[src/hw/rtl/assert_macros.svh]
// Assertion macros shared by the RTL.
// Each macro takes a label, the clock, the active-low reset, the condition,
// the consequence and a message string.
`ifndef ASSERT_MACROS_SVH
`define ASSERT_MACROS_SVH

// The consequence must hold in the same cycle as the condition.
`define ASSERT_SAME(label, clk, rst_n, ante, cons, msg) \
    label: assert property (@(posedge clk) disable iff (!rst_n) (ante) |-> (cons)) \
        else $error(msg);

// The consequence must hold in the cycle after the condition.
`define ASSERT_NEXT(label, clk, rst_n, ante, cons, msg) \
    label: assert property (@(posedge clk) disable iff (!rst_n) (ante) |=> (cons)) \
        else $error(msg);

`endif

[src/hw/rtl/lrg_pkg.sv]
`timescale 1ns / 1ps

package lrg_pkg;

    localparam int TIME_BITS_DEF = 32;
    localparam int LEVEL_W       = 32;
    localparam int ACTION_W      = 2;
    localparam int RAMP_W        = 16;
    localparam int GRAIN_W       = 16;
    localparam int APB_DATA_W    = 32;
    localparam int PADDR_W       = 3;

    localparam logic [GRAIN_W-1:0] GRAIN_DEF = 16'd20;

    // One quotient digit per level bit.
    localparam int DIV_STEPS = LEVEL_W;
    localparam int CNT_W     = $clog2(DIV_STEPS);

    // Word index of the grain register (paddr bit above the byte offset).
    localparam logic REG_GRAIN = 1'b0;

    typedef enum logic [ACTION_W-1:0] {
        ACT_TICK = 2'd0,
        ACT_GO   = 2'd1,
        ACT_SET  = 2'd2,
        ACT_STOP = 2'd3
    } t_action;

endpackage

[src/hw/rtl/linear_ramp_generator_core.sv]
// A go with zero duration passes from acceptance straight to EMIT; an interpolated emission
// (tick or go) passes LVL, the bit-serial multiply-divide unit, ADD, FIN and EMIT in turn,
// with LVL skipping the divider and ADD once the ramp has ended or is degenerate. One item at
// a time: items with no result leave the input ready, items with a result hold it until EMIT.
// Reset: synchronous, active low; clock, times and levels clear, grain returns to 20 ticks,
// no emission is armed and no beat is pending.
`timescale 1ns / 1ps
`include "assert_macros.svh"

module linear_ramp_generator_core
    import lrg_pkg::*;
#(
    parameter int TIME_BITS = TIME_BITS_DEF
) (
    input  logic                         i_clk,
    input  logic                         i_rst_n,

    // Item input channel.
    input  logic                         i_in_valid,
    output logic                         o_in_ready,
    input  logic [ACTION_W-1:0]          i_action,
    input  logic signed [LEVEL_W-1:0]    i_value,
    input  logic [RAMP_W-1:0]            i_ramp_ticks,

    // Result output channel.
    output logic                         o_out_valid,
    input  logic                         i_out_ready,
    output logic signed [LEVEL_W-1:0]    o_level,

    // Configuration port.
    input  logic                         psel,
    input  logic                         penable,
    input  logic                         pwrite,
    input  logic [PADDR_W-1:0]           paddr,
    input  logic [APB_DATA_W-1:0]        pwdata,
    output logic [APB_DATA_W-1:0]        prdata,
    output logic                         pready
);

    // The sequencer walks through these states for every item. Items that only
    // touch state (set, stop, ticks with nothing due) finish in IDLE; a go with
    // zero ramp goes straight to EMIT. Other emissions go through LVL, where the
    // interpolation is set up or skipped, the serial divider, ADD, FIN, which
    // sets the emission timer, and EMIT, which waits for a free output register.
    typedef enum logic [2:0] {
        S_IDLE,
        S_LVL,
        S_DIV,
        S_ADD,
        S_FIN,
        S_EMIT
    } t_state;

    t_state                 r_state;

    // Captured item.
    t_action                r_act;
    logic [LEVEL_W-1:0]     r_val;
    logic [RAMP_W-1:0]      r_ramp;

    // Ramp state.
    logic [TIME_BITS-1:0]   r_clock;
    logic [TIME_BITS-1:0]   r_rbt;
    logic [TIME_BITS-1:0]   r_ret;
    logic [TIME_BITS-1:0]   r_next;
    logic [LEVEL_W-1:0]     r_begin;
    logic [LEVEL_W-1:0]     r_end;
    logic                   r_armed;
    logic [GRAIN_W-1:0]     r_grain;

    // Serial multiply-divide unit and its result.
    logic [LEVEL_W-1:0]     r_mag;
    logic                   r_neg;
    logic [RAMP_W-1:0]      r_el;
    logic [RAMP_W-1:0]      r_div;
    logic [RAMP_W-1:0]      r_rem;
    logic [LEVEL_W-1:0]     r_quo;
    logic [CNT_W-1:0]       r_cnt;
    logic [LEVEL_W-1:0]     r_lv;

    // Output register.
    logic                   r_out_valid;
    logic [LEVEL_W-1:0]     r_level;

    assign o_in_ready  = (r_state == S_IDLE);
    assign o_out_valid = r_out_valid;
    assign o_level     = r_level;
    assign pready      = 1'b1;

    logic w_in_acc;
    logic w_cfg_wr;
    assign w_in_acc = i_in_valid && o_in_ready;
    assign w_cfg_wr = psel && penable && pwrite && pready;

    assign prdata = (paddr[PADDR_W-1] == REG_GRAIN) ?
                    {{(APB_DATA_W-GRAIN_W){1'b0}}, r_grain} : '0;

    // Time arithmetic. Differences wrap modulo 2^TIME_BITS and their top bit
    // tells whether one time lies before the other.
    logic [TIME_BITS-1:0]   w_clock_inc;
    logic [TIME_BITS-1:0]   w_dur;
    logic [TIME_BITS-1:0]   w_el;
    logic [TIME_BITS-1:0]   w_gap_end;
    logic [TIME_BITS-1:0]   w_remain;
    logic [TIME_BITS-1:0]   w_grain_t;
    logic [TIME_BITS-1:0]   w_ramp_t;
    logic [TIME_BITS-1:0]   w_step;
    logic [TIME_BITS-1:0]   w_go_gap;
    logic [TIME_BITS-1:0]   w_go_step;
    logic [TIME_BITS-1:0]   w_next_gap;
    logic                   w_reached;
    logic                   w_go_reached;
    logic                   w_dur_bad;
    logic [RAMP_W-1:0]      w_el_cl;

    assign w_clock_inc  = r_clock + TIME_BITS'(1);
    assign w_dur        = r_ret - r_rbt;
    assign w_el         = r_clock - r_rbt;
    assign w_gap_end    = r_clock - r_ret;
    assign w_remain     = r_ret - r_clock;
    assign w_grain_t    = TIME_BITS'(r_grain);
    assign w_ramp_t     = TIME_BITS'(r_ramp);
    assign w_step       = (w_remain > w_grain_t) ? w_grain_t : w_remain;
    assign w_go_gap     = TIME_BITS'(0) - w_ramp_t;
    assign w_go_step    = (w_ramp_t > w_grain_t) ? w_grain_t : w_ramp_t;
    assign w_next_gap   = r_ret - r_next;
    assign w_reached    = ~w_gap_end[TIME_BITS-1];
    assign w_go_reached = ~w_go_gap[TIME_BITS-1];

    // A ramp of zero length, or one longer than the ramp field allows, holds
    // its end level. Elapsed time past the end is clamped to the duration.
    assign w_dur_bad = (w_dur == '0) || ((w_dur >> RAMP_W) != '0);
    assign w_el_cl   = (w_el > w_dur) ? w_dur[RAMP_W-1:0] : w_el[RAMP_W-1:0];

    // Magnitude and sign of the level span, which always fits in 32 bits.
    logic [LEVEL_W:0]       w_diff;
    logic [LEVEL_W:0]       w_mag_full;
    logic                   w_neg;
    assign w_diff     = {r_end[LEVEL_W-1], r_end} - {r_begin[LEVEL_W-1], r_begin};
    assign w_neg      = w_diff[LEVEL_W];
    assign w_mag_full = w_neg ? (~w_diff + (LEVEL_W+1)'(1)) : w_diff;

    // One step of the fused multiply-divide. The span magnitude enters one bit
    // per cycle, most significant first; each bit doubles the running product
    // and adds the elapsed time when set. Because the elapsed time never
    // exceeds the divisor, the partial remainder stays below three divisors,
    // so each step yields a quotient digit of 0, 1 or 2.
    logic [RAMP_W+1:0]      w_acc;
    logic [RAMP_W+1:0]      w_two;
    logic [RAMP_W+1:0]      w_one;
    logic [RAMP_W+1:0]      w_rem_nx;
    logic [1:0]             w_dig;
    logic [LEVEL_W-1:0]     w_quo_nx;
    logic [LEVEL_W-1:0]     w_sum;

    assign w_acc = {1'b0, r_rem, 1'b0} +
                   (r_mag[LEVEL_W-1] ? {2'b00, r_el} : (RAMP_W+2)'(0));
    assign w_two = {1'b0, r_div, 1'b0};
    assign w_one = {2'b00, r_div};

    always_comb begin
        priority if (w_acc >= w_two) begin
            w_rem_nx = w_acc - w_two;
            w_dig    = 2'd2;
        end else if (w_acc >= w_one) begin
            w_rem_nx = w_acc - w_one;
            w_dig    = 2'd1;
        end else begin
            w_rem_nx = w_acc;
            w_dig    = 2'd0;
        end
    end

    assign w_quo_nx = {r_quo[LEVEL_W-2:0], 1'b0} + LEVEL_W'(w_dig);

    // The quotient truncates toward zero, so the interpolated level is the
    // start level moved by it in the direction of the span.
    assign w_sum = r_neg ? (r_begin - r_quo) : (r_begin + r_quo);

    always_ff @(posedge i_clk) begin
        if (!i_rst_n) begin
            r_state     <= S_IDLE;
            r_clock     <= '0;
            r_rbt       <= '0;
            r_ret       <= '0;
            r_next      <= '0;
            r_begin     <= '0;
            r_end       <= '0;
            r_armed     <= 1'b0;
            r_grain     <= GRAIN_DEF;
            r_out_valid <= 1'b0;
        end else begin
            // Writing zero to the grain restores the default.
            if (w_cfg_wr && (paddr[PADDR_W-1] == REG_GRAIN)) begin
                r_grain <= (pwdata[GRAIN_W-1:0] == '0) ? GRAIN_DEF : pwdata[GRAIN_W-1:0];
            end

            // In EMIT the output register is refilled below when its beat leaves.
            if (r_out_valid && i_out_ready && (r_state != S_EMIT)) begin
                r_out_valid <= 1'b0;
            end

            unique case (r_state)
                S_IDLE: begin
                    if (w_in_acc) begin
                        r_act  <= t_action'(i_action);
                        r_val  <= i_value;
                        r_ramp <= i_ramp_ticks;
                        unique case (t_action'(i_action))
                            ACT_TICK: begin
                                r_clock <= w_clock_inc;
                                if (r_armed && (r_next == w_clock_inc)) begin
                                    r_state <= S_LVL;
                                end
                            end
                            ACT_GO: begin
                                if (i_ramp_ticks == '0) begin
                                    // Jump: emit the target at once.
                                    r_armed <= 1'b0;
                                    r_begin <= i_value;
                                    r_end   <= i_value;
                                    r_lv    <= i_value;
                                    r_state <= S_EMIT;
                                end else begin
                                    r_state <= S_LVL;
                                end
                            end
                            ACT_SET: begin
                                r_armed <= 1'b0;
                                r_begin <= i_value;
                                r_end   <= i_value;
                            end
                            ACT_STOP: begin
                                // Freeze at the ramp's start value.
                                r_armed <= 1'b0;
                                r_end   <= r_begin;
                            end
                        endcase
                    end
                end

                S_LVL: begin
                    // Once the ramp has ended, or when it is degenerate, the
                    // level is the end level and no division is needed.
                    if (w_reached || w_dur_bad) begin
                        r_lv    <= r_end;
                        r_state <= S_FIN;
                    end else begin
                        r_mag   <= w_mag_full[LEVEL_W-1:0];
                        r_neg   <= w_neg;
                        r_el    <= w_el_cl;
                        r_div   <= w_dur[RAMP_W-1:0];
                        r_rem   <= '0;
                        r_quo   <= '0;
                        r_cnt   <= CNT_W'(DIV_STEPS - 1);
                        r_state <= S_DIV;
                    end
                end

                S_DIV: begin
                    r_rem <= w_rem_nx[RAMP_W-1:0];
                    r_quo <= w_quo_nx;
                    r_mag <= {r_mag[LEVEL_W-2:0], 1'b0};
                    r_cnt <= r_cnt - CNT_W'(1);
                    if (r_cnt == '0) begin
                        r_state <= S_ADD;
                    end
                end

                S_ADD: begin
                    r_lv    <= w_sum;
                    r_state <= S_FIN;
                end

                S_FIN: begin
                    unique case (r_act)
                        ACT_TICK: begin
                            // At the end time the exact target goes out and the
                            // timer disarms; before it, the next emission is a
                            // grain away, capped at the end time.
                            if (w_reached) begin
                                r_armed <= 1'b0;
                            end else begin
                                r_armed <= 1'b1;
                                r_next  <= r_clock + w_step;
                            end
                        end
                        ACT_GO: begin
                            // The new ramp starts at the level just found. Its
                            // first beat is that level, unless the end time wraps
                            // to a point already passed.
                            r_begin <= r_lv;
                            r_rbt   <= r_clock;
                            r_ret   <= r_clock + w_ramp_t;
                            r_end   <= r_val;
                            if (w_go_reached) begin
                                r_armed <= 1'b0;
                                r_lv    <= r_val;
                            end else begin
                                r_armed <= 1'b1;
                                r_next  <= r_clock + w_go_step;
                            end
                        end
                        default: begin
                        end
                    endcase
                    r_state <= S_EMIT;
                end

                S_EMIT: begin
                    if (!r_out_valid || i_out_ready) begin
                        r_out_valid <= 1'b1;
                        r_level     <= r_lv;
                        r_state     <= S_IDLE;
                    end
                end

                default: begin
                    r_state <= S_IDLE;
                end
            endcase
        end
    end

    // The partial remainder of the divider never reaches the divisor.
    `ASSERT_SAME(a_rem_below_div, i_clk, i_rst_n, r_state == S_DIV, r_rem < r_div, "divider remainder out of range")

    // The divider runs its full count without skipping or stalling.
    `ASSERT_NEXT(a_div_count, i_clk, i_rst_n, (r_state == S_DIV) && (r_cnt != '0), (r_state == S_DIV) && (r_cnt == $past(r_cnt) - CNT_W'(1)), "divider step count broken")

    // An armed emission never lies beyond the ramp's end time.
    `ASSERT_SAME(a_next_in_ramp, i_clk, i_rst_n, r_armed, !w_next_gap[TIME_BITS-1], "armed emission past ramp end")

endmodule
[config.mk]
export PLATFORM = sky130hd
export DESIGN_NAME = linear_ramp_generator_core
export DESIGN_NICKNAME = d
export VERILOG_FILES = /design/src/hw/rtl/lrg_pkg.sv /design/src/hw/rtl/linear_ramp_generator_core.sv
export VERILOG_INCLUDE_DIRS = /design/src /design/src/hw/rtl
export SDC_FILE = /design/constraint.sdc
export NUM_CORES = 2
export LEC_CHECK = 0
export BUFFER_PORTS_ARGS = -buffer_cell sky130_fd_sc_hd__clkbuf_2
export CORE_MARGIN = 4
export CORE_UTILIZATION = 30
export CTS_BUF_LIST = sky130_fd_sc_hd__clkbuf_16
export DETAILED_ROUTE_END_ITERATION = 7
export PLACE_DENSITY = 0.54
export SLEW_MARGIN = 0
export SYNTH_ARGS = -nofsm -noshare
export SYNTH_HDL_FRONTEND = slang
export SYNTH_SLANG_ARGS = --single-unit
[constraint.sdc]
create_clock -name i_clk -period 22 [get_ports i_clk]
set_input_delay 2.2 -clock i_clk [delete_from_list [all_inputs] [get_ports i_clk]]
set_output_delay 2.2 -clock i_clk [all_outputs]
set_load 0.005 [all_outputs]
==> impl_metrics.tcl <==
set metrics [dict create \
    reg2reg_setup_slack_ps 12450 \
    synth-main-ff-cell "edfxtp_1" \
    hold_violations 0 \
    p_sw_uw 715 \
    grt_pass1_wl_um 172000 \
    clk_pin_slew_ps 70 \
    ys_ff_latch 445 \
    fin_worst_skew_ps 63.7 \
    rsz0062_at_grt "no" \
    layout_commonest_cell "a21oi_1" \
    place_area_um2 38700 \
    slew_headroom 0.261 \
    drt_iter0_drc 2045 \
    grt_overflow_total 0 \
    clockRootBuffer "clkbuf_16" \
    rr_startpoint "r_clock[4]" \
    grt_util_met1 0.214 \
    grt_antenna_before_repair 5 \
    synth_warnings 0 \
    fin_tns_setup_ps 0 \
    wirelength_um 110000 \
    viasPerCell 5.19 \
    drv_cap 0 \
    pwr-share-comb 0.211 \
    cts_tree "built" \
    wl_per_cell_um 18.1 \
    async_reset_ff_frac 0 \
    end_kind "flip-flop" \
    start_util 0.303 \
    seqPwrFrac 0.392 \
    final_cell_mix "a21oi_1 (435), nor2_1 (419), nand2_1 (386)" \
    required_ps 22500 \
    rows 127 \
    final_util 0.337 \
    fillers 12721 \
    gr-usage-met2 0.302 \
    cts_setup_buffers 0 \
    max_freq_mhz 105 \
    ctsHoldBuffers 0 \
    h-tree-depth 2 \
    p_per_area_nw_per_um2 57.9 \
    io_pins 159 \
    worst_pin_slew_ps 1110 \
    fin_area_um2 40500 \
    slew_violations 0 \
    reg2regPathDepth 34 \
    synth_mux_area_frac 0.0270 \
    fp.dieArea_um2 127000 \
    drive_above_1_share 0.0697 \
    fp.dieH_um 357 \
    io_buffers 123 \
    min_path_type "reg2reg" \
    syn_inst 4390 \
    ant_nets 0 \
    cts.sinks 445 \
    synth_xor_area_frac 0.0834 \
    leakage_uw 0.0161 \
    clk_latency_ps 660 \
    crit_start "r_clock[4]" \
    place.gp.congestion 0.894 \
    fp.coreArea_um2 120000 \
    synth-adder-area-share 0.128 \
    ys_types 91 \
    synth_area_um2 36500 \
    fin_crit_sh 0.434 \
    critPathKind "reg2reg" \
    crit_slowest_cell "dfxtp_1" \
    synth_edf_count 232 \
    syn_to_final_growth_pct 11.1 \
    synth_top_family_by_area "compound AO/OA/AOI/OAI gates" \
    place_hpwl_um 82300 \
    numCtsBuffers 52 \
    final.setup.worst_slack_ps 12450 \
    top_usage_layer "met2" \
    seq_area_frac_synth 0.308 \
    clockBufferDepth 3 \
    vdd_drop_max_uv 61.5 \
    cp_data_arrival_time_ps 10050 \
    gr-usage-all-layers 0.168 \
    pwr-share-clk 0.396 \
    fin_crit_ps 9550 \
    post-place-ws_ps 12500 \
    critical-path-max-stage-delay_ps 590 \
    drc_errors 0 \
    final-setup-viol-count 0 \
    synth_compound_area_frac 0.219 \
    power.share.switching 0.305 \
    grt_pass1_vias 30564 \
    via_count 31572 \
    grt_start_max_net_pins 118 \
    drt-pass1-iter-count 7 \
    synthSimpleGateAreaFrac 0.179 \
    status "finished clean" \
    worstSetupEndpoint "r_next[28]" \
    cts-resized-gates 0 \
    critPathLaunchType "flip-flop" \
    p_int_uw 1630 \
    hold_slack_ps 447 \
    r2r_end "r_next[28]" \
    grt_util_met3 0.0184 \
    chipWidth_um 357 \
    fin_nets 4877 \
    synth_area_per_cell_um2 8.30 \
    crit_path_max_fanout 17 \
]
## cells by family after synthesis
group	after synthesis
other	2
AND/OR/NAND/NOR	1374
AO/OA/AOI/OAI	1250
XOR/XNOR	347
adder cells (fa/ha/maj)	366
flip-flops	445
multiplexers	96
buffers and inverters	510
## critical path, delay by kind of cell, from the launching register on
kind            cells  cell delay, ps
compound gates     17            4130
buf+inv             2             220
fa+ha+maj           4            1330
simple gates       10            2950
flops               1             590
xor+xnor            1             180
## worst min path at each step
stage,startpoint,slack (ps),cells past startpoint,end
after floorplan,r_lv[0],430,0,o_level[0]
after global placement,r_lv[11],430,0,o_level[11]
after detailed placement,r_lv[2],430,0,o_level[2]
after CTS,r_lv[2],450,0,o_level[2]
after global routing,r_lv[11],450,0,o_level[11]
final,r_lv[2],450,0,o_level[2]
## cell usage after synthesis, drive strengths merged (48+ instances only)
| library cell | number | share of area |
|---|---|---|
| or3 | 49 | 0.0084 |
| nand4 | 62 | 0.011 |
| nand2b | 48 | 0.0083 |
| nor2 | 420 | 0.043 |
| xnor2 | 237 | 0.057 |
| a21o | 114 | 0.023 |
| clkbuf | 177 | 0.018 |
| xor2 | 110 | 0.026 |
| mux2i | 76 | 0.021 |
| nand2 | 386 | 0.040 |
| o21ai | 210 | 0.029 |
| inv | 293 | 0.030 |
| nor3 | 71 | 0.0097 |
| edfxtp | 232 | 0.19 |
| a211oi | 74 | 0.015 |
| dfxtp | 213 | 0.12 |
| a21oi | 436 | 0.060 |
| nor2b | 53 | 0.0091 |
| nand3 | 95 | 0.013 |
| ha | 356 | 0.12 |
| o21a | 71 | 0.015 |
## final cells by class
cell class / count / area, um2 / area share
Inverter: 294 / 1110 / 0.0274
Tap cell: 1612 / 2020 / 0.0498
Clock buffer: 52 / 1300 / 0.0321
Timing Repair Buffer: 161 / 901 / 0.0223
Antenna cell: 4 / 10.0 / 0.000247
Clock inverter: 46 / 500 / 0.0124
Sequential cell: 445 / 11200 / 0.277
Multi-Input combinational cell: 3465 / 23400 / 0.578
## power by group through the flow
stage | Sequential, uW | Combinational (uW) | Clock [uW]
CTS | 920 | 497 | 954
global placement | 938 | 488 | 0
global route | 920 | 553 | 986
finish | 920 | 495 | 929
floorplan | 926 | 383 | 0
detailed placement | 938 | 494 | 0
## stage by stage
stage | cells | total power [uW]
3_3_place_gp | 5977 | 1430
6_report | 6079 | 2340
3_5_place_dp | 5977 | 1430
2_1_floorplan | 4420 | 1310
5_1_grt | 6075 | 2460
4_1_cts | 6075 | 2370
## routing by layer
layer | vias to the layer above | share of wire
li1 | 15892 | -
met1 | 14978 | 0.44
met2 | 568 | 0.49
met4 | 2 | 0.023
met5 | - | 0.00012
met3 | 132 | 0.040
Note: power is estimated with default switching activity, not from simulation.
